`src/rtl/srpst_pkg.sv`:
```
// Shared types, codes and pattern function of the SRAM pattern self-test unit.
package srpst_pkg;

	localparam int unsigned BYTES_W = 21;
	localparam int unsigned DATA_W  = 16;
	localparam int unsigned IDX_W   = 19;
	localparam int unsigned CNT_W   = 32;

	localparam logic ACT_START = 1'b0;
	localparam logic ACT_STEP  = 1'b1;

	localparam logic [1:0] OP_NONE  = 2'd0;
	localparam logic [1:0] OP_WRITE = 2'd1;
	localparam logic [1:0] OP_READ  = 2'd2;

	localparam logic [1:0] RES_OK   = 2'd0;
	localparam logic [1:0] RES_ERR  = 2'd1;
	localparam logic [1:0] RES_BUSY = 2'd2;

	localparam logic [2:0] PASS_IDLE  = 3'd7;
	localparam logic [2:0] NUM_PASSES = 3'd5;

	localparam logic [BYTES_W-1:0] DEFAULT_BYTES = 21'd65536;
	localparam logic [DATA_W-1:0]  ADDR_PATTERN  = 16'hA5A5;

	typedef struct packed {
		logic               action;
		logic [BYTES_W-1:0] test_bytes;
		logic [DATA_W-1:0]  read_data;
	} item_t;

	typedef struct packed {
		logic [1:0]         mem_op;
		logic [IDX_W-1:0]   mem_index;
		logic [DATA_W-1:0]  mem_wdata;
		logic [1:0]         result;
		logic               start_rejected;
		logic [IDX_W-1:0]   fail_index;
		logic [DATA_W-1:0]  expected_data;
		logic [DATA_W-1:0]  actual_data;
		logic [CNT_W-1:0]   pass_count;
		logic [CNT_W-1:0]   fail_count;
		logic [BYTES_W-1:0] tested_bytes;
	} result_t;

	function automatic logic [DATA_W-1:0] pattern(input logic [2:0] pass_id,
		input logic [DATA_W-1:0] idx);
		logic [DATA_W-1:0] p;
		case (pass_id)
			3'd0: p = ADDR_PATTERN ^ idx;
			3'd1: p = 16'h0000;
			3'd2: p = 16'hFFFF;
			3'd3: p = 16'hAAAA;
			default: p = 16'h5555;
		endcase
		return p;
	endfunction

endpackage

```
`src/rtl/srpst_in_reg.sv`:
```
// Input register stage of the self-test unit.
module srpst_in_reg (
	input  logic                 clk,
	input  logic                 arst_n,
	input  logic                 in_valid,
	input  srpst_pkg::item_t     in_item,
	input  logic                 fire,
	output logic                 in_ready,
	output logic                 valid_s1,
	output srpst_pkg::item_t     item_s1
);
	import srpst_pkg::*;

	assign in_ready = !valid_s1 || fire;

	always_ff @(posedge clk or negedge arst_n) begin
		if (!arst_n) begin
			valid_s1 <= 1'b0;
		end else if (in_ready) begin
			valid_s1 <= in_valid;
		end
	end

	always_ff @(posedge clk) begin
		if (in_ready && in_valid) begin
			item_s1 <= in_item;
		end
	end

endmodule

```
`src/rtl/srpst_seq.sv`:
```
// Test sequencer state, configuration register and per-transaction result logic.
module srpst_seq #(
	parameter int unsigned MEM_BYTES = 1048576
) (
	input  logic                             clk,
	input  logic                             arst_n,
	input  logic                             cfg_wen,
	input  logic [srpst_pkg::BYTES_W-1:0]    cfg_wdata,
	input  logic                             fire,
	input  srpst_pkg::item_t                 item,
	output srpst_pkg::result_t               res
);
	import srpst_pkg::*;

	localparam int unsigned BYTES_MAX = (1 << BYTES_W) - 1;
	localparam int unsigned CAP_INT   = (MEM_BYTES > BYTES_MAX) ? BYTES_MAX : MEM_BYTES;
	localparam logic [BYTES_W-1:0] CAP = BYTES_W'(CAP_INT);
	localparam int unsigned HW_W = $clog2(CAP_INT / 2 + 1);

	typedef struct packed {
		logic [2:0]         pass_id;
		logic               reading;
		logic [HW_W-1:0]    step;
		logic [HW_W-1:0]    total;
		logic               pending;
		logic [1:0]         status;
		logic [IDX_W-1:0]   fail_idx;
		logic [DATA_W-1:0]  fail_exp;
		logic [DATA_W-1:0]  fail_act;
		logic [CNT_W-1:0]   passes;
		logic [CNT_W-1:0]   fails;
		logic [BYTES_W-1:0] bytes;
	} seq_state_t;

	localparam seq_state_t ST_RESET = '{pass_id: PASS_IDLE, status: RES_OK, default: '0};

	seq_state_t         st_q;
	seq_state_t         st_d;
	logic [BYTES_W-1:0] dflt_q;
	logic [BYTES_W-1:0] req_bytes;
	logic [BYTES_W-1:0] clamp_bytes;
	logic [BYTES_W-1:0] even_bytes;
	logic [HW_W-1:0]    prev_idx;
	logic [CNT_W-1:0]   prev_ext;
	logic [CNT_W-1:0]   step_ext;
	logic [CNT_W-1:0]   cmd_ext;
	logic [DATA_W-1:0]  exp_data;
	logic               mismatch;
	logic               running;
	logic [1:0]         op;
	logic [HW_W-1:0]    cmd_idx;
	logic [DATA_W-1:0]  wdata;
	logic               rejected;

	always_comb begin
		st_d        = st_q;
		op          = OP_NONE;
		cmd_idx     = '0;
		wdata       = '0;
		rejected    = 1'b0;
		step_ext    = '0;
		req_bytes   = (item.test_bytes == '0) ? dflt_q : item.test_bytes;
		clamp_bytes = (req_bytes > CAP) ? CAP : req_bytes;
		even_bytes  = {clamp_bytes[BYTES_W-1:1], 1'b0};
		prev_idx    = st_q.step - HW_W'(1);
		prev_ext    = CNT_W'(prev_idx);
		exp_data    = pattern(st_q.pass_id, prev_ext[DATA_W-1:0]);
		mismatch    = st_q.pending && (item.read_data != exp_data);
		running     = st_q.pass_id < NUM_PASSES;

		if (item.action == ACT_START) begin
			if (even_bytes == '0) begin
				rejected = 1'b1;
			end else begin
				st_d.bytes    = even_bytes;
				st_d.fail_idx = '0;
				st_d.fail_exp = '0;
				st_d.fail_act = '0;
				st_d.status   = RES_BUSY;
				st_d.pass_id  = 3'd0;
				st_d.reading  = 1'b0;
				st_d.step     = '0;
				st_d.total    = HW_W'(even_bytes[BYTES_W-1:1]);
				st_d.pending  = 1'b0;
			end
		end else if (!running) begin
			st_d.pending = 1'b0;
		end else if (mismatch) begin
			st_d.fail_idx = prev_ext[IDX_W-1:0];
			st_d.fail_exp = exp_data;
			st_d.fail_act = item.read_data;
			st_d.status   = RES_ERR;
			st_d.fails    = st_q.fails + CNT_W'(1);
			st_d.pass_id  = PASS_IDLE;
			st_d.reading  = 1'b0;
			st_d.step     = '0;
			st_d.pending  = 1'b0;
		end else begin
			st_d.pending = 1'b0;
			if (st_q.reading && (st_q.step >= st_q.total)) begin
				st_d.reading = 1'b0;
				st_d.step    = '0;
				if (st_q.pass_id == NUM_PASSES - 3'd1) begin
					st_d.pass_id = PASS_IDLE;
					st_d.status  = RES_OK;
					st_d.passes  = st_q.passes + CNT_W'(1);
				end else begin
					st_d.pass_id = st_q.pass_id + 3'd1;
				end
			end
			if (st_d.pass_id < NUM_PASSES) begin
				cmd_idx  = st_d.step;
				step_ext = CNT_W'(st_d.step);
				if (!st_d.reading) begin
					op        = OP_WRITE;
					wdata     = pattern(st_d.pass_id, step_ext[DATA_W-1:0]);
					st_d.step = st_d.step + HW_W'(1);
					if (st_d.step >= st_d.total) begin
						st_d.reading = 1'b1;
						st_d.step    = '0;
					end
				end else begin
					op           = OP_READ;
					st_d.pending = 1'b1;
					st_d.step    = st_d.step + HW_W'(1);
				end
			end
		end

		cmd_ext            = CNT_W'(cmd_idx);
		res.mem_op         = op;
		res.mem_index      = cmd_ext[IDX_W-1:0];
		res.mem_wdata      = wdata;
		res.result         = st_d.status;
		res.start_rejected = rejected;
		res.fail_index     = st_d.fail_idx;
		res.expected_data  = st_d.fail_exp;
		res.actual_data    = st_d.fail_act;
		res.pass_count     = st_d.passes;
		res.fail_count     = st_d.fails;
		res.tested_bytes   = st_d.bytes;
	end

	always_ff @(posedge clk or negedge arst_n) begin
		if (!arst_n) begin
			st_q <= ST_RESET;
		end else if (fire) begin
			st_q <= st_d;
		end
	end

	always_ff @(posedge clk or negedge arst_n) begin
		if (!arst_n) begin
			dflt_q <= DEFAULT_BYTES;
		end else if (cfg_wen) begin
			dflt_q <= cfg_wdata;
		end
	end

endmodule

```
`src/rtl/srpst_out_reg.sv`:
```
// Result register of the self-test unit.
module srpst_out_reg (
	input  logic                 clk,
	input  logic                 arst_n,
	input  logic                 load,
	input  logic                 take,
	input  srpst_pkg::result_t   d,
	output logic                 valid_q,
	output srpst_pkg::result_t   res_q
);
	import srpst_pkg::*;

	always_ff @(posedge clk or negedge arst_n) begin
		if (!arst_n) begin
			valid_q <= 1'b0;
		end else if (load) begin
			valid_q <= 1'b1;
		end else if (take) begin
			valid_q <= 1'b0;
		end
	end

	always_ff @(posedge clk) begin
		if (load) begin
			res_q <= d;
		end
	end

endmodule

```
`src/rtl/sram_pattern_self_test_unit.sv`:
```
// Top level of the SRAM pattern self-test unit.
// Drives a five-pass write/read-verify test of a 16-bit SRAM, at most one memory
// command per step transaction. The slave stream (s_tvalid/s_tready) carries
// start and step transactions: s_tuser selects start (0) or step (1); s_tdata
// carries the requested byte count and the halfword read back for the read
// issued on the previous step. Every input transaction yields exactly one
// result transaction on the master stream, holding the memory command and
// the test status, failure record, counters and tested byte count.
// cfg_wen/cfg_wdata write the default byte count used when a start asks for
// zero; write it only while no transaction is in flight.
// An accepted transaction passes the input register, then the result
// register, which drives m_tvalid; a stall on m_tready holds it in between.
// Throughput: one transaction per cycle while the result register is not
// stalled, set by the single sequencer update between the two registers.
// Reset clears both stages, idles the sequencer and restores the default
// byte count to 65536. When m_tready is low the result register holds; the
// input register still takes one more transaction, then s_tready drops.
module sram_pattern_self_test_unit #(
	parameter int unsigned MEM_BYTES = 1048576
) (
	input  logic         clk,
	input  logic         arst_n,
	input  logic         s_tvalid,
	output logic         s_tready,
	input  logic [39:0]  s_tdata,  // test_bytes[20:0], read_data[36:21], zero pad
	input  logic         s_tuser,  // action
	output logic         m_tvalid,
	input  logic         m_tready,
	// mem_op[1:0], mem_index[20:2], mem_wdata[36:21], result[38:37],
	// start_rejected[39], fail_index[58:40], expected_data[74:59],
	// actual_data[90:75], pass_count[122:91], fail_count[154:123],
	// tested_bytes[175:155]
	output logic [175:0] m_tdata,
	input  logic         cfg_wen,
	input  logic [20:0]  cfg_wdata
);
	import srpst_pkg::*;

	item_t   in_item;
	item_t   item_s1;
	result_t res_d;
	result_t res_q;
	logic    valid_s1;
	logic    fire;

	assign in_item.action     = s_tuser;
	assign in_item.test_bytes = s_tdata[20:0];
	assign in_item.read_data  = s_tdata[36:21];

	assign fire = valid_s1 && (!m_tvalid || m_tready);

	srpst_in_reg u_in (
		.clk      (clk),
		.arst_n   (arst_n),
		.in_valid (s_tvalid),
		.in_item  (in_item),
		.fire     (fire),
		.in_ready (s_tready),
		.valid_s1 (valid_s1),
		.item_s1  (item_s1)
	);

	srpst_seq #(
		.MEM_BYTES (MEM_BYTES)
	) u_seq (
		.clk       (clk),
		.arst_n    (arst_n),
		.cfg_wen   (cfg_wen),
		.cfg_wdata (cfg_wdata),
		.fire      (fire),
		.item      (item_s1),
		.res       (res_d)
	);

	srpst_out_reg u_out (
		.clk     (clk),
		.arst_n  (arst_n),
		.load    (fire),
		.take    (m_tready),
		.d       (res_d),
		.valid_q (m_tvalid),
		.res_q   (res_q)
	);

	assign m_tdata = {res_q.tested_bytes, res_q.fail_count, res_q.pass_count,
		res_q.actual_data, res_q.expected_data, res_q.fail_index,
		res_q.start_rejected, res_q.result, res_q.mem_wdata, res_q.mem_index,
		res_q.mem_op};

endmodule

```
`config.mk`:
```
export PLATFORM = sky130hd
export DESIGN_NAME = sram_pattern_self_test_unit
export DESIGN_NICKNAME = d
export VERILOG_FILES = /design/src/rtl/srpst_pkg.sv /design/src/rtl/srpst_in_reg.sv /design/src/rtl/srpst_seq.sv /design/src/rtl/srpst_out_reg.sv /design/src/rtl/sram_pattern_self_test_unit.sv
export SDC_FILE = /design/constraint.sdc
export NUM_CORES = 1
export LEC_CHECK = 0
export BUFFER_PORTS_ARGS = -buffer_cell sky130_fd_sc_hd__buf_4
export CORE_ASPECT_RATIO = 0.75
export CORE_MARGIN = 2
export CORE_UTILIZATION = 41
export DETAILED_ROUTE_END_ITERATION = 12
export PLACE_DENSITY = 0.69
export SLEW_MARGIN = 40
export SYNTH_ARGS = -nofsm -noshare
export SYNTH_HDL_FRONTEND = slang
export SYNTH_SLANG_ARGS = --single-unit
```
`constraint.sdc`:
```
create_clock -name clk -period 12.2 [get_ports clk]
set_input_delay 3.05 -clock clk [delete_from_list [all_inputs] [get_ports clk]]
set_output_delay 3.05 -clock clk [all_outputs]
set_load 0.005 [all_outputs]
```
==> flow_summary.yaml <==
run_status:
  outcome: "completed"
cts:
  cts_sinks: 420
  cts.htree.levels: 2
  insertion_delay_ns: 0.58
  cts_tree: "yes"
  cts_buffers: 44
  postCtsSetupBuffers: 0
  postCtsHoldBufs: 0
  post_cts_resize_count: 0
  cts_root_buf: "clkbuf_16"
  path_clk_slew_ns: 0.06
  cts.path.max_buffers: 3
global_route:
  gr-total-overflow: 0
  grt_max_degree: 76
  antenna_found_initial: 0
  grt_pass1_vias: 14540
  grt_pass1_wl_mm: 83.9
  grt_use_total_pct: 21.1
sta:
  slew_violations: 0
  fmaxAchievable_mhz: 131
  hold_violations: 0
  fin_crit_ns: 7.64
  tightest_slew_ns: 0.829
  slew_headroom_pct: 43.8
  clock_skew_ns: 0.0121
  setup_viol: 0
  finalCritPeriodShare_pct: 62.7
  rsz0062_at_grt: "no"
  tns_ns: 0
yosys:
  yosys-top-cells-area: "edfxtp_1 32%, dfrtp_1 25%, xnor2_1 3.5%, xor2_1 3.5%, nand2_1 3.1%"
  syn_area_um2: 20200
  yosysUniqueCellTypes: 80
  yosysTopAreaCellShare_pct: 31.8
  synth_area_leader_cell: "edfxtp_1"
  synthArstFlopShare_pct: 49.0
  netlist_instances: 1761
  synth_edf_count: 214
  syn_area_per_cell_um2: 11.5
  synth_seq_cells: 420
  syn-num-nets: 1875
  yosysSeqAreaShare_pct: 57.3
  ys_warn_count: 0
  ys.flop_type: "edfxtp_1"
min_path:
  hold_path_class: "register to register"
  hold_path_depth: 1
power:
  max-vdd-ir-drop_uv: 95.4
  power_density_nw_per_um2: 189
  p_leak_nw: 10.3
setup_path:
  worstRegToRegCells: 24
  cp_top_family: "simple AND/OR/NAND/NOR gates"
  worstSetupPathType: "register to register"
  cp_num_buf_inv: 2
  worstPathRequired_ns: 12.69
  slowest_delay_ns: 0.85
  crit_arrival_ns: 8.14
  worstPathCellList: "ha_1, a21oi_1, o21ai_0, a21oi_1, a2bb2oi_1, nand2_1, nand2_1, nand2_1, inv_1, ha_1, nand4_1, nor3_1, inv_1, or4_1, xor2_1, nor2_1, ha_1, and4_1, a221oi_1, a32o_1, nor2b_1, nand3_1, o31ai_1, o2bb2ai_1"
  slowest_stage: "dfrtp_1"
  crit_cells: 24
  cp-end-kind: "register"
  start_kind: "register"
  critPathMaxFanout: 17
placed_design:
  io_buffers: 241
  gp_congestion: 0.927
  dpl.hpwl_mm: 37.2
  placed_cells: 2557
floorplan:
  die_area_um2: 51100
  io-pin-count: 245
  die_x_um: 260
  fp.dieH_um: 196
  num_rows: 70
  core_area_um2: 48700
  start_util_pct: 41.5
detailed_routing:
  wl_mm: 54.7
  drt_iter0_drc: 1453
  drt_pass1_iterations: 5
  vias: 15062
  vias_per_cell: 5.71
  ant_nets: 0
  drcViolationCount: 0
  post_drt_wl_per_cell_um: 20.7
finish:
  diodes: 0
  nNetsFinal: 2069
  synthToLayoutAreaGrowth_pct: 19.2
  drive_gt1_share_pct: 20.7
  fin_cells: 2639
flow_run:
  maxCapViolations: 0
[cell families after synthesis]
| family | share of synthesized area [%] |
|---|---|
| adder cells (fa/ha/maj) | 2.91 |
| XOR/XNOR | 7.02 |
| flip-flops | 57.3 |
| buffers and inverters | 3.37 |
| AND/OR/NAND/NOR | 15.2 |
| multiplexers | 2.43 |
| AO/OA/AOI/OAI | 11.7 |
[registers in the layout, summed over array words and instances, names as in the netlist]
name / flops
u_seq.st_q: 183
u_out.res_q: 176
u_in.item_s1: 38
u_seq.dflt_q: 21
u_in.valid_s1: 1
u_out.valid_q: 1
[power breakdown]
part	switching (W)	total, W	internal, W
clock network	0.000569	0.00138	0.000815
registers	0.000158	0.00186	0.00171
logic	0.000821	0.00130	0.000483
[final timing paths]
path / start / endpoint / slack, ns
worst max register to register: u_seq.st_q[168] / u_seq.st_q[171] / 4.56
worst min register to register: u_seq.st_q[153] / u_seq.st_q[153] / 0.48
max in group asynchronous: arst_n / u_seq.st_q[64] / 8.51
min in group asynchronous: arst_n / u_seq.dflt_q[8] / 2.51
worst max-delay path: u_seq.st_q[168] / u_seq.st_q[171] / 4.56
worst min-delay path: u_seq.st_q[153] / u_seq.st_q[153] / 0.48
[Yosys cell counts (4+ instances only)]
cell and instances:
nor2b_1 6, nor3b_1 6, dfstp_2 4, a22o_1 71
or3_1 9, o22ai_1 10, a31oi_1 5, or4_1 11
and2_1 22, dfrtp_1 202, nand4_1 64, clkbuf_1 77
o41ai_1 4, edfxtp_1 214, buf_6 4, and3_1 29
o2bb2ai_1 43, a21o_1 23, xnor2_1 80, o31ai_1 8
xor2_1 80, nor2_1 87, ha_1 47, o211ai_1 4
nand3_1 44, or2_2 5, o21ai_0 36, mux2_2 41
a211oi_1 4, o21ai_1 7, nor3_1 70, inv_1 48
a22oi_1 4, buf_2 24, nor4_1 24, nor4_2 5
and4_1 8, nand2_1 168, nand2b_1 14, buf_1 8
a21oi_1 85
[stage by stage]
stage / total power [W] / util, % / instance area [µm²] / worst slack [ns] / hold slack [ns]
6_report: 0.00455 / 49.5 / 24100 / 4.56 / 0.476
5_1_grt: 0.00477 / 49.5 / 24100 / 4.06 / 0.486
4_1_cts: 0.00456 / 49.4 / 24100 / 4.80 / 0.478
3_5_place_dp: 0.00316 / 46.3 / 22600 / 4.85 / 0.463
3_3_place_gp: 0.00313 / 46.3 / 22500 / 4.92 / 0.456
2_1_floorplan: 0.00270 / - / 20200 / 3.59 / 0.442
[per-layer routing]
metal | wire length (µm) | GRT usage [%] | vias to the layer above
met5 | 0 | 0 | -
met4 | 1230 | 5.80 | 0
met3 | 4990 | 5.01 | 86
met2 | 23300 | 30.3 | 656
met1 | 25200 | 31.7 | 7454
li1 | - | - | 6866
[final cells by class]
class	instances	area (µm²)
clock buffer	64	1280
clock inverter	18	210
fill	4336	24600
inverter	49	189
multi-input combinational	1177	8010
sequential	420	11600
tap	648	811
timing repair buffer	263	1990
[cells in the final DEF (no fill, tap or decap), types with 7 or more instances in the layout]
master / count
and4_1: 8
clkbuf_8: 10
nand4_1: 64
a22o_1: 71
ha_1: 47
o21ai_1: 7
o22ai_1: 10
a21o_1: 23
inv_1: 47
mux2_2: 41
nor4_2: 8
dfrtp_1: 202
nand3_1: 43
o31ai_1: 8
nand2_1: 168
a21oi_1: 84
xnor2_1: 80
nor4_1: 21
o2bb2ai_1: 43
edfxtp_1: 214
buf_4: 259
nor2_1: 85
clkbuf_16: 45
and2_1: 21
or3_1: 9
o21ai_0: 35
nor3_1: 68
and3_1: 29
xor2_1: 80
nand2b_1: 14
or4_1: 11
clkbuf_1: 11
Note: power is estimated with default switching activity, not from simulation.
